<file path="src/hw/rtl/mstp_pkg.sv">
// Shared types, constants and CRC functions for the MS/TP frame encoder.
package mstp_pkg;

    localparam logic [7:0]  PREAMBLE_A = 8'h55;
    localparam logic [7:0]  PREAMBLE_B = 8'hFF;
    localparam logic [7:0]  PREFIX_A   = 8'h01;
    localparam logic [7:0]  PREFIX_B   = 8'h04;
    localparam logic [7:0]  CRC8_INIT  = 8'hFF;
    localparam logic [15:0] CRC16_INIT = 16'hFFFF;

    // Byte positions within a frame as the back end walks them.
    localparam logic [3:0] POS_PRE_A   = 4'd0;
    localparam logic [3:0] POS_PRE_B   = 4'd1;
    localparam logic [3:0] POS_TYPE    = 4'd2;
    localparam logic [3:0] POS_DEST    = 4'd3;
    localparam logic [3:0] POS_SRC     = 4'd4;
    localparam logic [3:0] POS_LEN_HI  = 4'd5;
    localparam logic [3:0] POS_LEN_LO  = 4'd6;
    localparam logic [3:0] POS_HDR_CRC = 4'd7;
    localparam logic [3:0] POS_PFX_A   = 4'd8;
    localparam logic [3:0] POS_PFX_B   = 4'd9;
    localparam logic [3:0] POS_DATA    = 4'd10;
    localparam logic [3:0] POS_CRC_LO  = 4'd11;
    localparam logic [3:0] POS_CRC_HI  = 4'd12;

    // One classified item handed from the front end to the back end.
    typedef struct packed {
        logic        start;
        logic [7:0]  frame_type;
        logic [7:0]  dest_addr;
        logic [7:0]  source_addr;
        logic [7:0]  len_hi;
        logic [7:0]  len_lo;
        logic [7:0]  hdr_crc;
        logic [7:0]  data_byte;
        logic        fin;
        logic [15:0] data_crc;
    } mstp_cmd_t;

    // Bit 0 of the result is bit 8 of the shifted XOR sum, taken from bits 1 to 7 of crc ^ octet.
    function automatic logic [7:0] hdr_crc_step(input logic [7:0] octet,
                                                input logic [7:0] crc);
        logic [15:0] c;
        logic [15:0] m;
        c = {8'h00, crc ^ octet};
        m = c ^ (c << 1) ^ (c << 2) ^ (c << 3) ^ (c << 4) ^ (c << 5) ^ (c << 6)
          ^ (c << 7);
        return {m[7:1], m[8]};
    endfunction

    function automatic logic [15:0] data_crc_step(input logic [7:0] octet,
                                                  input logic [15:0] crc);
        logic [15:0] lo;
        logic [15:0] lon;
        lo  = {8'h00, crc[7:0] ^ octet};
        lon = {12'h000, lo[3:0]};
        return (crc >> 8) ^ (lo << 8) ^ (lo << 3) ^ (lo << 12) ^ (lo >> 4)
             ^ lon ^ (lon << 7);
    endfunction

    // Data CRC after the fixed prefix, known at elaboration.
    localparam logic [15:0] PREFIX_CRC =
        data_crc_step(PREFIX_B, data_crc_step(PREFIX_A, CRC16_INIT));

endpackage

</file>
<file path="src/hw/rtl/mstp_front.sv">
// Front end: accepts items, tracks the open frame and builds queue entries.
module mstp_front
    import mstp_pkg::*;
#(
    parameter int MAX_PAYLOAD = 501
)
(
    input  logic       clk,
    input  logic       rst_n,
    input  logic       accept,
    input  logic       start_req,
    input  logic [7:0] frame_type,
    input  logic [7:0] dest_addr,
    input  logic [7:0] source_addr,
    input  logic [11:0] payload_len,
    input  logic [7:0] data_byte,
    output logic       push,
    output mstp_cmd_t  cmd
);

    localparam logic [11:0] MaxLen = 12'(MAX_PAYLOAD);

    logic        active_reg, active_next;
    logic [11:0] bytes_left_reg, bytes_left_next;
    logic [15:0] data_crc_reg, data_crc_next;

    logic [11:0] len_c;
    logic [15:0] flen;
    logic [7:0]  hc;
    logic [15:0] crc_base;
    logic [15:0] crc_new;
    logic [11:0] left_new;
    logic        fin;

    always_comb
    begin
        len_c    = (payload_len > MaxLen) ? MaxLen : payload_len;
        flen     = {4'h0, len_c} + 16'd2;
        hc       = hdr_crc_step(frame_type, CRC8_INIT);
        hc       = hdr_crc_step(dest_addr, hc);
        hc       = hdr_crc_step(source_addr, hc);
        hc       = hdr_crc_step(flen[15:8], hc);
        hc       = hdr_crc_step(flen[7:0], hc);
        crc_base = start_req ? PREFIX_CRC : data_crc_reg;
        crc_new  = data_crc_step(data_byte, crc_base);
        left_new = (start_req ? len_c : bytes_left_reg) - 12'd1;
        fin      = (left_new == 12'd0);

        cmd.start       = start_req;
        cmd.frame_type  = frame_type;
        cmd.dest_addr   = dest_addr;
        cmd.source_addr = source_addr;
        cmd.len_hi      = flen[15:8];
        cmd.len_lo      = flen[7:0];
        cmd.hdr_crc     = ~hc;
        cmd.data_byte   = data_byte;
        cmd.fin         = fin;
        cmd.data_crc    = ~crc_new;

        // A zero-length start and a byte outside a frame give no output.
        push = accept && (start_req ? (payload_len != 12'd0) : active_reg);

        active_next     = active_reg;
        bytes_left_next = bytes_left_reg;
        data_crc_next   = data_crc_reg;
        if (accept && start_req && payload_len == 12'd0)
        begin
            active_next     = 1'b0;
            bytes_left_next = 12'd0;
        end
        else if (push)
        begin
            active_next     = !fin;
            bytes_left_next = left_new;
            data_crc_next   = fin ? CRC16_INIT : crc_new;
        end
    end

    always_ff @(posedge clk or negedge rst_n)
    begin
        if (!rst_n)
        begin
            active_reg     <= 1'b0;
            bytes_left_reg <= 12'd0;
            data_crc_reg   <= CRC16_INIT;
        end
        else
        begin
            active_reg     <= active_next;
            bytes_left_reg <= bytes_left_next;
            data_crc_reg   <= data_crc_next;
        end
    end

endmodule

</file>
<file path="src/hw/rtl/mstp_queue.sv">
// Short queue of classified items between the front and back ends.
module mstp_queue
    import mstp_pkg::*;
(
    input  logic      clk,
    input  logic      rst_n,
    input  logic      push,
    input  mstp_cmd_t push_cmd,
    output logic      not_full,
    input  logic      pop,
    output logic      head_valid,
    output mstp_cmd_t head_cmd
);

    localparam int Depth = 4;

    mstp_cmd_t   entry_reg [Depth];
    logic [1:0]  wr_ptr_reg, wr_ptr_next;
    logic [1:0]  rd_ptr_reg, rd_ptr_next;
    logic [2:0]  count_reg, count_next;
    logic        do_push, do_pop;

    always_comb
    begin
        not_full   = (count_reg != 3'(Depth));
        head_valid = (count_reg != 3'd0);
        head_cmd   = entry_reg[rd_ptr_reg];
        do_push    = push && not_full;
        do_pop     = pop && head_valid;
        wr_ptr_next = do_push ? wr_ptr_reg + 2'd1 : wr_ptr_reg;
        rd_ptr_next = do_pop ? rd_ptr_reg + 2'd1 : rd_ptr_reg;
        count_next  = count_reg + {2'b00, do_push} - {2'b00, do_pop};
    end

    always_ff @(posedge clk)
    begin
        if (do_push)
        begin
            entry_reg[wr_ptr_reg] <= push_cmd;
        end
    end

    always_ff @(posedge clk or negedge rst_n)
    begin
        if (!rst_n)
        begin
            wr_ptr_reg <= 2'd0;
            rd_ptr_reg <= 2'd0;
            count_reg  <= 3'd0;
        end
        else
        begin
            wr_ptr_reg <= wr_ptr_next;
            rd_ptr_reg <= rd_ptr_next;
            count_reg  <= count_next;
        end
    end

endmodule

</file>
<file path="src/hw/rtl/mstp_back.sv">
// Back end: walks each queued item byte by byte into the output register.
module mstp_back
    import mstp_pkg::*;
(
    input  logic      clk,
    input  logic      rst_n,
    input  logic      head_valid,
    input  mstp_cmd_t head_cmd,
    output logic      pop,
    output logic      out_valid,
    input  logic      out_ready,
    output logic [7:0] out_byte,
    output logic      out_last,
    output logic      out_end
);

    logic [3:0] step_reg, step_next;
    logic       valid_reg, valid_next;
    logic [7:0] byte_reg, byte_next;
    logic       last_reg, last_next;
    logic       end_reg, end_next;

    logic [3:0] pos;
    logic [3:0] last_pos;
    logic [7:0] sel;
    logic       load;

    always_comb
    begin
        pos      = head_cmd.start ? step_reg : step_reg + POS_DATA;
        last_pos = head_cmd.fin ? POS_CRC_HI : POS_DATA;
        unique case (pos)
            POS_PRE_A:   sel = PREAMBLE_A;
            POS_PRE_B:   sel = PREAMBLE_B;
            POS_TYPE:    sel = head_cmd.frame_type;
            POS_DEST:    sel = head_cmd.dest_addr;
            POS_SRC:     sel = head_cmd.source_addr;
            POS_LEN_HI:  sel = head_cmd.len_hi;
            POS_LEN_LO:  sel = head_cmd.len_lo;
            POS_HDR_CRC: sel = head_cmd.hdr_crc;
            POS_PFX_A:   sel = PREFIX_A;
            POS_PFX_B:   sel = PREFIX_B;
            POS_DATA:    sel = head_cmd.data_byte;
            POS_CRC_LO:  sel = head_cmd.data_crc[7:0];
            POS_CRC_HI:  sel = head_cmd.data_crc[15:8];
            default:     sel = 8'h00;
        endcase

        load = head_valid && (!valid_reg || out_ready);
        pop  = load && (pos == last_pos);

        step_next = step_reg;
        if (load)
        begin
            step_next = pop ? 4'd0 : step_reg + 4'd1;
        end

        valid_next = load ? 1'b1 : (valid_reg && !out_ready);
        byte_next  = load ? sel : byte_reg;
        last_next  = load ? (pos == last_pos) : last_reg;
        end_next   = load ? (pos == POS_CRC_HI) : end_reg;

        out_valid = valid_reg;
        out_byte  = byte_reg;
        out_last  = last_reg;
        out_end   = end_reg;
    end

    always_ff @(posedge clk)
    begin
        byte_reg <= byte_next;
        last_reg <= last_next;
        end_reg  <= end_next;
    end

    always_ff @(posedge clk or negedge rst_n)
    begin
        if (!rst_n)
        begin
            step_reg  <= 4'd0;
            valid_reg <= 1'b0;
        end
        else
        begin
            step_reg  <= step_next;
            valid_reg <= valid_next;
        end
    end

endmodule

</file>
<file path="src/hw/rtl/mstp_frame_encoder_core.sv">
// Top level of the MS/TP frame encoder: front end, item queue and back end.
//
// Each input item carries one payload byte; an item flagged as a frame start
// also carries the frame type, the addresses and the payload length, which
// is clamped to MAX_PAYLOAD. A start item produces the preamble, the header
// with its complemented CRC-8, the 0x01 0x04 prefix and its payload byte;
// the item carrying the last counted byte also produces the complemented
// data CRC-16, low byte first. A start with zero length drops any open frame
// and produces nothing, as does a byte arriving outside a frame. The front
// end takes one item per cycle while its four-entry queue has room, and the
// back end sends one frame byte per cycle while the output is ready, through
// a single output register, so a plain payload item yields one byte and a
// start item 11 bytes (13 for a one-byte payload). Long-run throughput is
// set by the output port at one byte per cycle; the queue absorbs the header
// bursts, and the input stalls only once it has filled. An accepted item is
// queued and then registered before it reaches the output. tlast marks the
// final byte caused by an input item, and tuser the last byte of a frame.
module mstp_frame_encoder_core
    import mstp_pkg::*;
#(
    parameter int MAX_PAYLOAD = 501
)
(
    input  logic        clk,
    input  logic        rst_n,
    input  logic        s_axis_tvalid,
    output logic        s_axis_tready,
    // frame_type [7:0], dest_addr [15:8], source_addr [23:16],
    // payload_len [35:24], data_byte [43:36], zero fill [47:44]
    input  logic [47:0] s_axis_tdata,
    // start_req [0]
    input  logic        s_axis_tuser,
    output logic        m_axis_tvalid,
    input  logic        m_axis_tready,
    // frame_byte [7:0]
    output logic [7:0]  m_axis_tdata,
    output logic        m_axis_tlast,
    // frame_end [0]
    output logic        m_axis_tuser
);

    logic      in_accept;
    logic      push;
    logic      not_full;
    logic      pop;
    logic      head_valid;
    mstp_cmd_t push_cmd;
    mstp_cmd_t head_cmd;

    assign s_axis_tready = not_full;
    assign in_accept     = s_axis_tvalid && not_full;

    mstp_front #(
        .MAX_PAYLOAD (MAX_PAYLOAD)
    ) u_front (
        .clk         (clk),
        .rst_n       (rst_n),
        .accept      (in_accept),
        .start_req   (s_axis_tuser),
        .frame_type  (s_axis_tdata[7:0]),
        .dest_addr   (s_axis_tdata[15:8]),
        .source_addr (s_axis_tdata[23:16]),
        .payload_len (s_axis_tdata[35:24]),
        .data_byte   (s_axis_tdata[43:36]),
        .push        (push),
        .cmd         (push_cmd)
    );

    mstp_queue u_queue (
        .clk        (clk),
        .rst_n      (rst_n),
        .push       (push),
        .push_cmd   (push_cmd),
        .not_full   (not_full),
        .pop        (pop),
        .head_valid (head_valid),
        .head_cmd   (head_cmd)
    );

    mstp_back u_back (
        .clk        (clk),
        .rst_n      (rst_n),
        .head_valid (head_valid),
        .head_cmd   (head_cmd),
        .pop        (pop),
        .out_valid  (m_axis_tvalid),
        .out_ready  (m_axis_tready),
        .out_byte   (m_axis_tdata),
        .out_last   (m_axis_tlast),
        .out_end    (m_axis_tuser)
    );

endmodule
</file>
<file path="config.mk">
export PLATFORM = sky130hd
export DESIGN_NAME = mstp_frame_encoder_core
export DESIGN_NICKNAME = d
export VERILOG_FILES = /design/src/hw/rtl/mstp_pkg.sv /design/src/hw/rtl/mstp_front.sv /design/src/hw/rtl/mstp_queue.sv /design/src/hw/rtl/mstp_back.sv /design/src/hw/rtl/mstp_frame_encoder_core.sv
export SDC_FILE = /design/constraint.sdc
export NUM_CORES = 1
export LEC_CHECK = 0
export ABC_AREA = 1
export BUFFER_PORTS_ARGS = -buffer_cell sky130_fd_sc_hd__buf_2
export CAP_MARGIN = 20
export CORE_MARGIN = 4
export CORE_UTILIZATION = 56
export CTS_CLUSTER_SIZE = 25
export DETAILED_ROUTE_END_ITERATION = 10
export HOLD_SLACK_MARGIN = 0.12
export PLACE_DENSITY = 0.74
export SKIP_CTS_REPAIR_TIMING = 1
export SLEW_MARGIN = 20
export SYNTH_ARGS = -nofsm -noshare
export SYNTH_HDL_FRONTEND = slang
export SYNTH_SLANG_ARGS = --single-unit
</file>
<file path="constraint.sdc">
create_clock -name clk -period 5.1 [get_ports clk]
set_input_delay 1.02 -clock clk [delete_from_list [all_inputs] [get_ports clk]]
set_output_delay 1.02 -clock clk [all_outputs]
set_load 0.1 [all_outputs]
</file>
==> metrics <==
status=finished clean; Mapped Area=15,600 um2; Max stage delay on crit path=0.41 ns; Max Freq=approximately 250 MHz; Distinct cells, synth=49; critical setup path kind=in -> reg; worst setup path end=u_queue.entry_reg[2][31]; layout cells sized above 1=14.4%; Lkg Pwr=6.74 nW; max_cap viols=0; Fin. Hold Viols=0; Max-slew headroom=35.5%; Layout Utilization=64.6%; die area=30,600 um2; DRC viols=0; commonest non-fill, non-tap cells in the layout=edfxtp_1, nor2_1, nand2_1; H-Tree Depth=2; crit path max-delay cell type=xnor2_1; port buffer count=60; root buffer cell=clkbuf_16; CP Data Required Time=~5.4 ns; pin count of the biggest net entering global routing=roughly 110; RSZ-0062 raised after global routing=no; EDFF count, synth=between 200 and 300; gr ovfl total=0; final net count=1,586; Buf/Inv on CP=5; crit-path cells=buf_2 > inv_1 > nor3_1 > nand4_1 > nand2_1 > inv_1 > nand2_1 > inv_1 > ha_1 > nand2_1 > nor2_1 > xor2_1 > xnor2_1 > inv_1 > nand3_1 > nand2_1 > nand2_1 > nand3_1 > nand2_1 > nand2_1 > nand3_1 > nand2_2 > xnor2_1; CTS tree=yes; R2R Path Start=u_queue.rd_ptr_reg[0]; Cell Count, Final, Fillers Out=1,918; max reg flops=around 280; CTS Buf Count=35; Tightest Pin Transition=just under 1 ns; critical path peak fanout=7; fin crit share=between 70 and 80%; synthesis-to-finish area growth=12.5%; via/cell ratio=5.71; clock skew=0.0163 ns; CP most frequent cell=nand2_1; vias in the first global route=10,600; post-synthesis cell count=1,448; CP Depth=23; post-DP HPWL=between 20,000 and 25,000 um; Clock Tree Buf Depth=3; Die H=175 um; maximum vdd drop=around 0.38 mV; Worst Path Arrival=4.30 ns; worst reg2reg path endpoint=u_back.out_byte[3]; number of I/O pins=65; first-pass GRT wire length=between 50,000 and 60,000 um; Final Setup Violations=0; most common cell after layout, fill and taps aside=edfxtp_1; HP Class=in -> async; drt pass-1 iters=5; FP Rows=60; dominant synthesized flop cell=edfxtp_1; Clk Latency, worst-skew pair=0.52 ns; clk slew on worst S/H paths=0.06 ns; cell area power density=679 nW/um2; core area=27,200 um2; die extent in x=175 um; syn avg cell area=10.8 um2; Slew Viols, Final=0; total number of vias=around 11,000; R2R depth=12; initial antenna violation count=1; Post-DRT Antenna Nets=0; Largest delay share family, worst path=simple AND/OR/NAND/NOR gates; Starting Density=57.5%; drt initial violations=1,168; CP Launch Type=primary input; FF+latch count, synth=335; CP Launch Point=s_axis_tdata[28]; CTS sink cnt=~340; placed insts=1,856; Setup crit end kind=flip-flop; GR Util All Layers=between 20% and 30%; RePlAce Congestion=0.885; r2r setup slk=1.06 ns; routed wire length=35,900 um; Yosys warning total=0; min cycle time layout=4.05 ns; FFs w/ async S/R, synth=12.2%; DR WL/cell=between 15 and 20 um; post-synthesis sequential area ratio=63.2%
==> cell families (layout without fill, tap and decap cells) <==
logic type / count (synthesis) / count (layout) / share of synthesized area [%]
AOI/OAI and AO/OA: 272 / 272 / 9.81
xor gates and xnor gates: 87 / 87 / 5.31
adders and majority gates: 12 / 12 / 1.01
buffers and inverters: 182 / 264 / 4.51
DFF: 335 / 335 / 63.2
other: 1 / 17 / 0.0240
and+or+nand+nor: 559 / 559 / 16.1
==> where the power goes <==
| group | leakage [nW] | total, W | switching (W) | internal [W] |
|---|---|---|---|---|
| registers | 3.15 | 0.00442 | 0.000225 | 0.00420 |
| clock network | 0.546 | 0.00250 | 0.00100 | 0.00150 |
| logic | 3.05 | 0.00500 | 0.00362 | 0.00139 |
==> Yosys cell counts (all sizes together), types with 11 or more instances <==
library cell	n	area, um2
edfxtp	294	8830
clkbuf	50	188
nand2	215	963
ha	11	138
inv	124	465
dfstp	16	420
xnor2	27	244
o22ai	54	338
a21oi	49	245
nand4	12	75.1
dfrtp	25	626
nand3	90	495
nor2	216	813
o21ai	140	701
xor2	57	518
==> worst register-to-register path: cells and delay by family, from the launching register on <==
family                 cells  cell delay [ns]
flip-flops                 1             0.61
XOR/XNOR                   1             0.43
AND/OR/NAND/NOR            6             1.49
AO/OA/AOI/OAI              2             0.39
buffers and inverters      3             0.77
==> area by class of cell <==
type | count | area, um2
clock inverter | 17 | 159
antenna | 1 | 2.50
inverter | 126 | 474
sequential | 335 | 9880
clock buffer | 44 | 972
multi-input combinational | 946 | 5120
fill | 2092 | 9610
tap | 372 | 465
timing repair buffer | 77 | 490
==> through the flow <==
step | area (um2) | setup TNS (ns) | total power (W) | hold WS (ns) | setup WS, ns
finish | 17600 | 0 | 0.0119 | 0.480 | 1.05
global route | 17600 | 0 | 0.0126 | 0.495 | 0.682
CTS | 17600 | 0 | 0.0119 | 0.489 | 1.06
detailed placement | 16400 | 0 | 0.00940 | 0.491 | 0.691
global placement | 16400 | 0 | 0.00923 | 0.485 | 0.800
floorplan | 15700 | -230.01 | 0.00796 | 0.474 | -0.810
==> worst min path at each step <==
| stage | startpoint | to | cells after the start |
|---|---|---|---|
| 2_1_floorplan | u_front.data_crc_reg[13] | u_front.data_crc_reg[13] | 2 |
| 3_3_place_gp | u_front.data_crc_reg[15] | u_front.data_crc_reg[15] | 2 |
| 3_5_place_dp | u_front.data_crc_reg[12] | u_front.data_crc_reg[12] | 2 |
| 4_1_cts | rst_n | u_front.bytes_left_reg[8] | 1 |
| 5_1_grt | rst_n | u_front.bytes_left_reg[8] | 1 |
| 6_report | rst_n | u_front.bytes_left_reg[6] | 1 |
==> layer usage <==
metal | global-route usage, % | vias up | wire, um
met2 | 38.1 | 421 | 16900
met5 | 0 | - | 0
li1 | - | 5158 | -
met4 | 7.27 | 0 | 1030
met1 | 32.9 | 5306 | 15300
met3 | 3.98 | 73 | 2580
(Power assumes the default switching activity.)
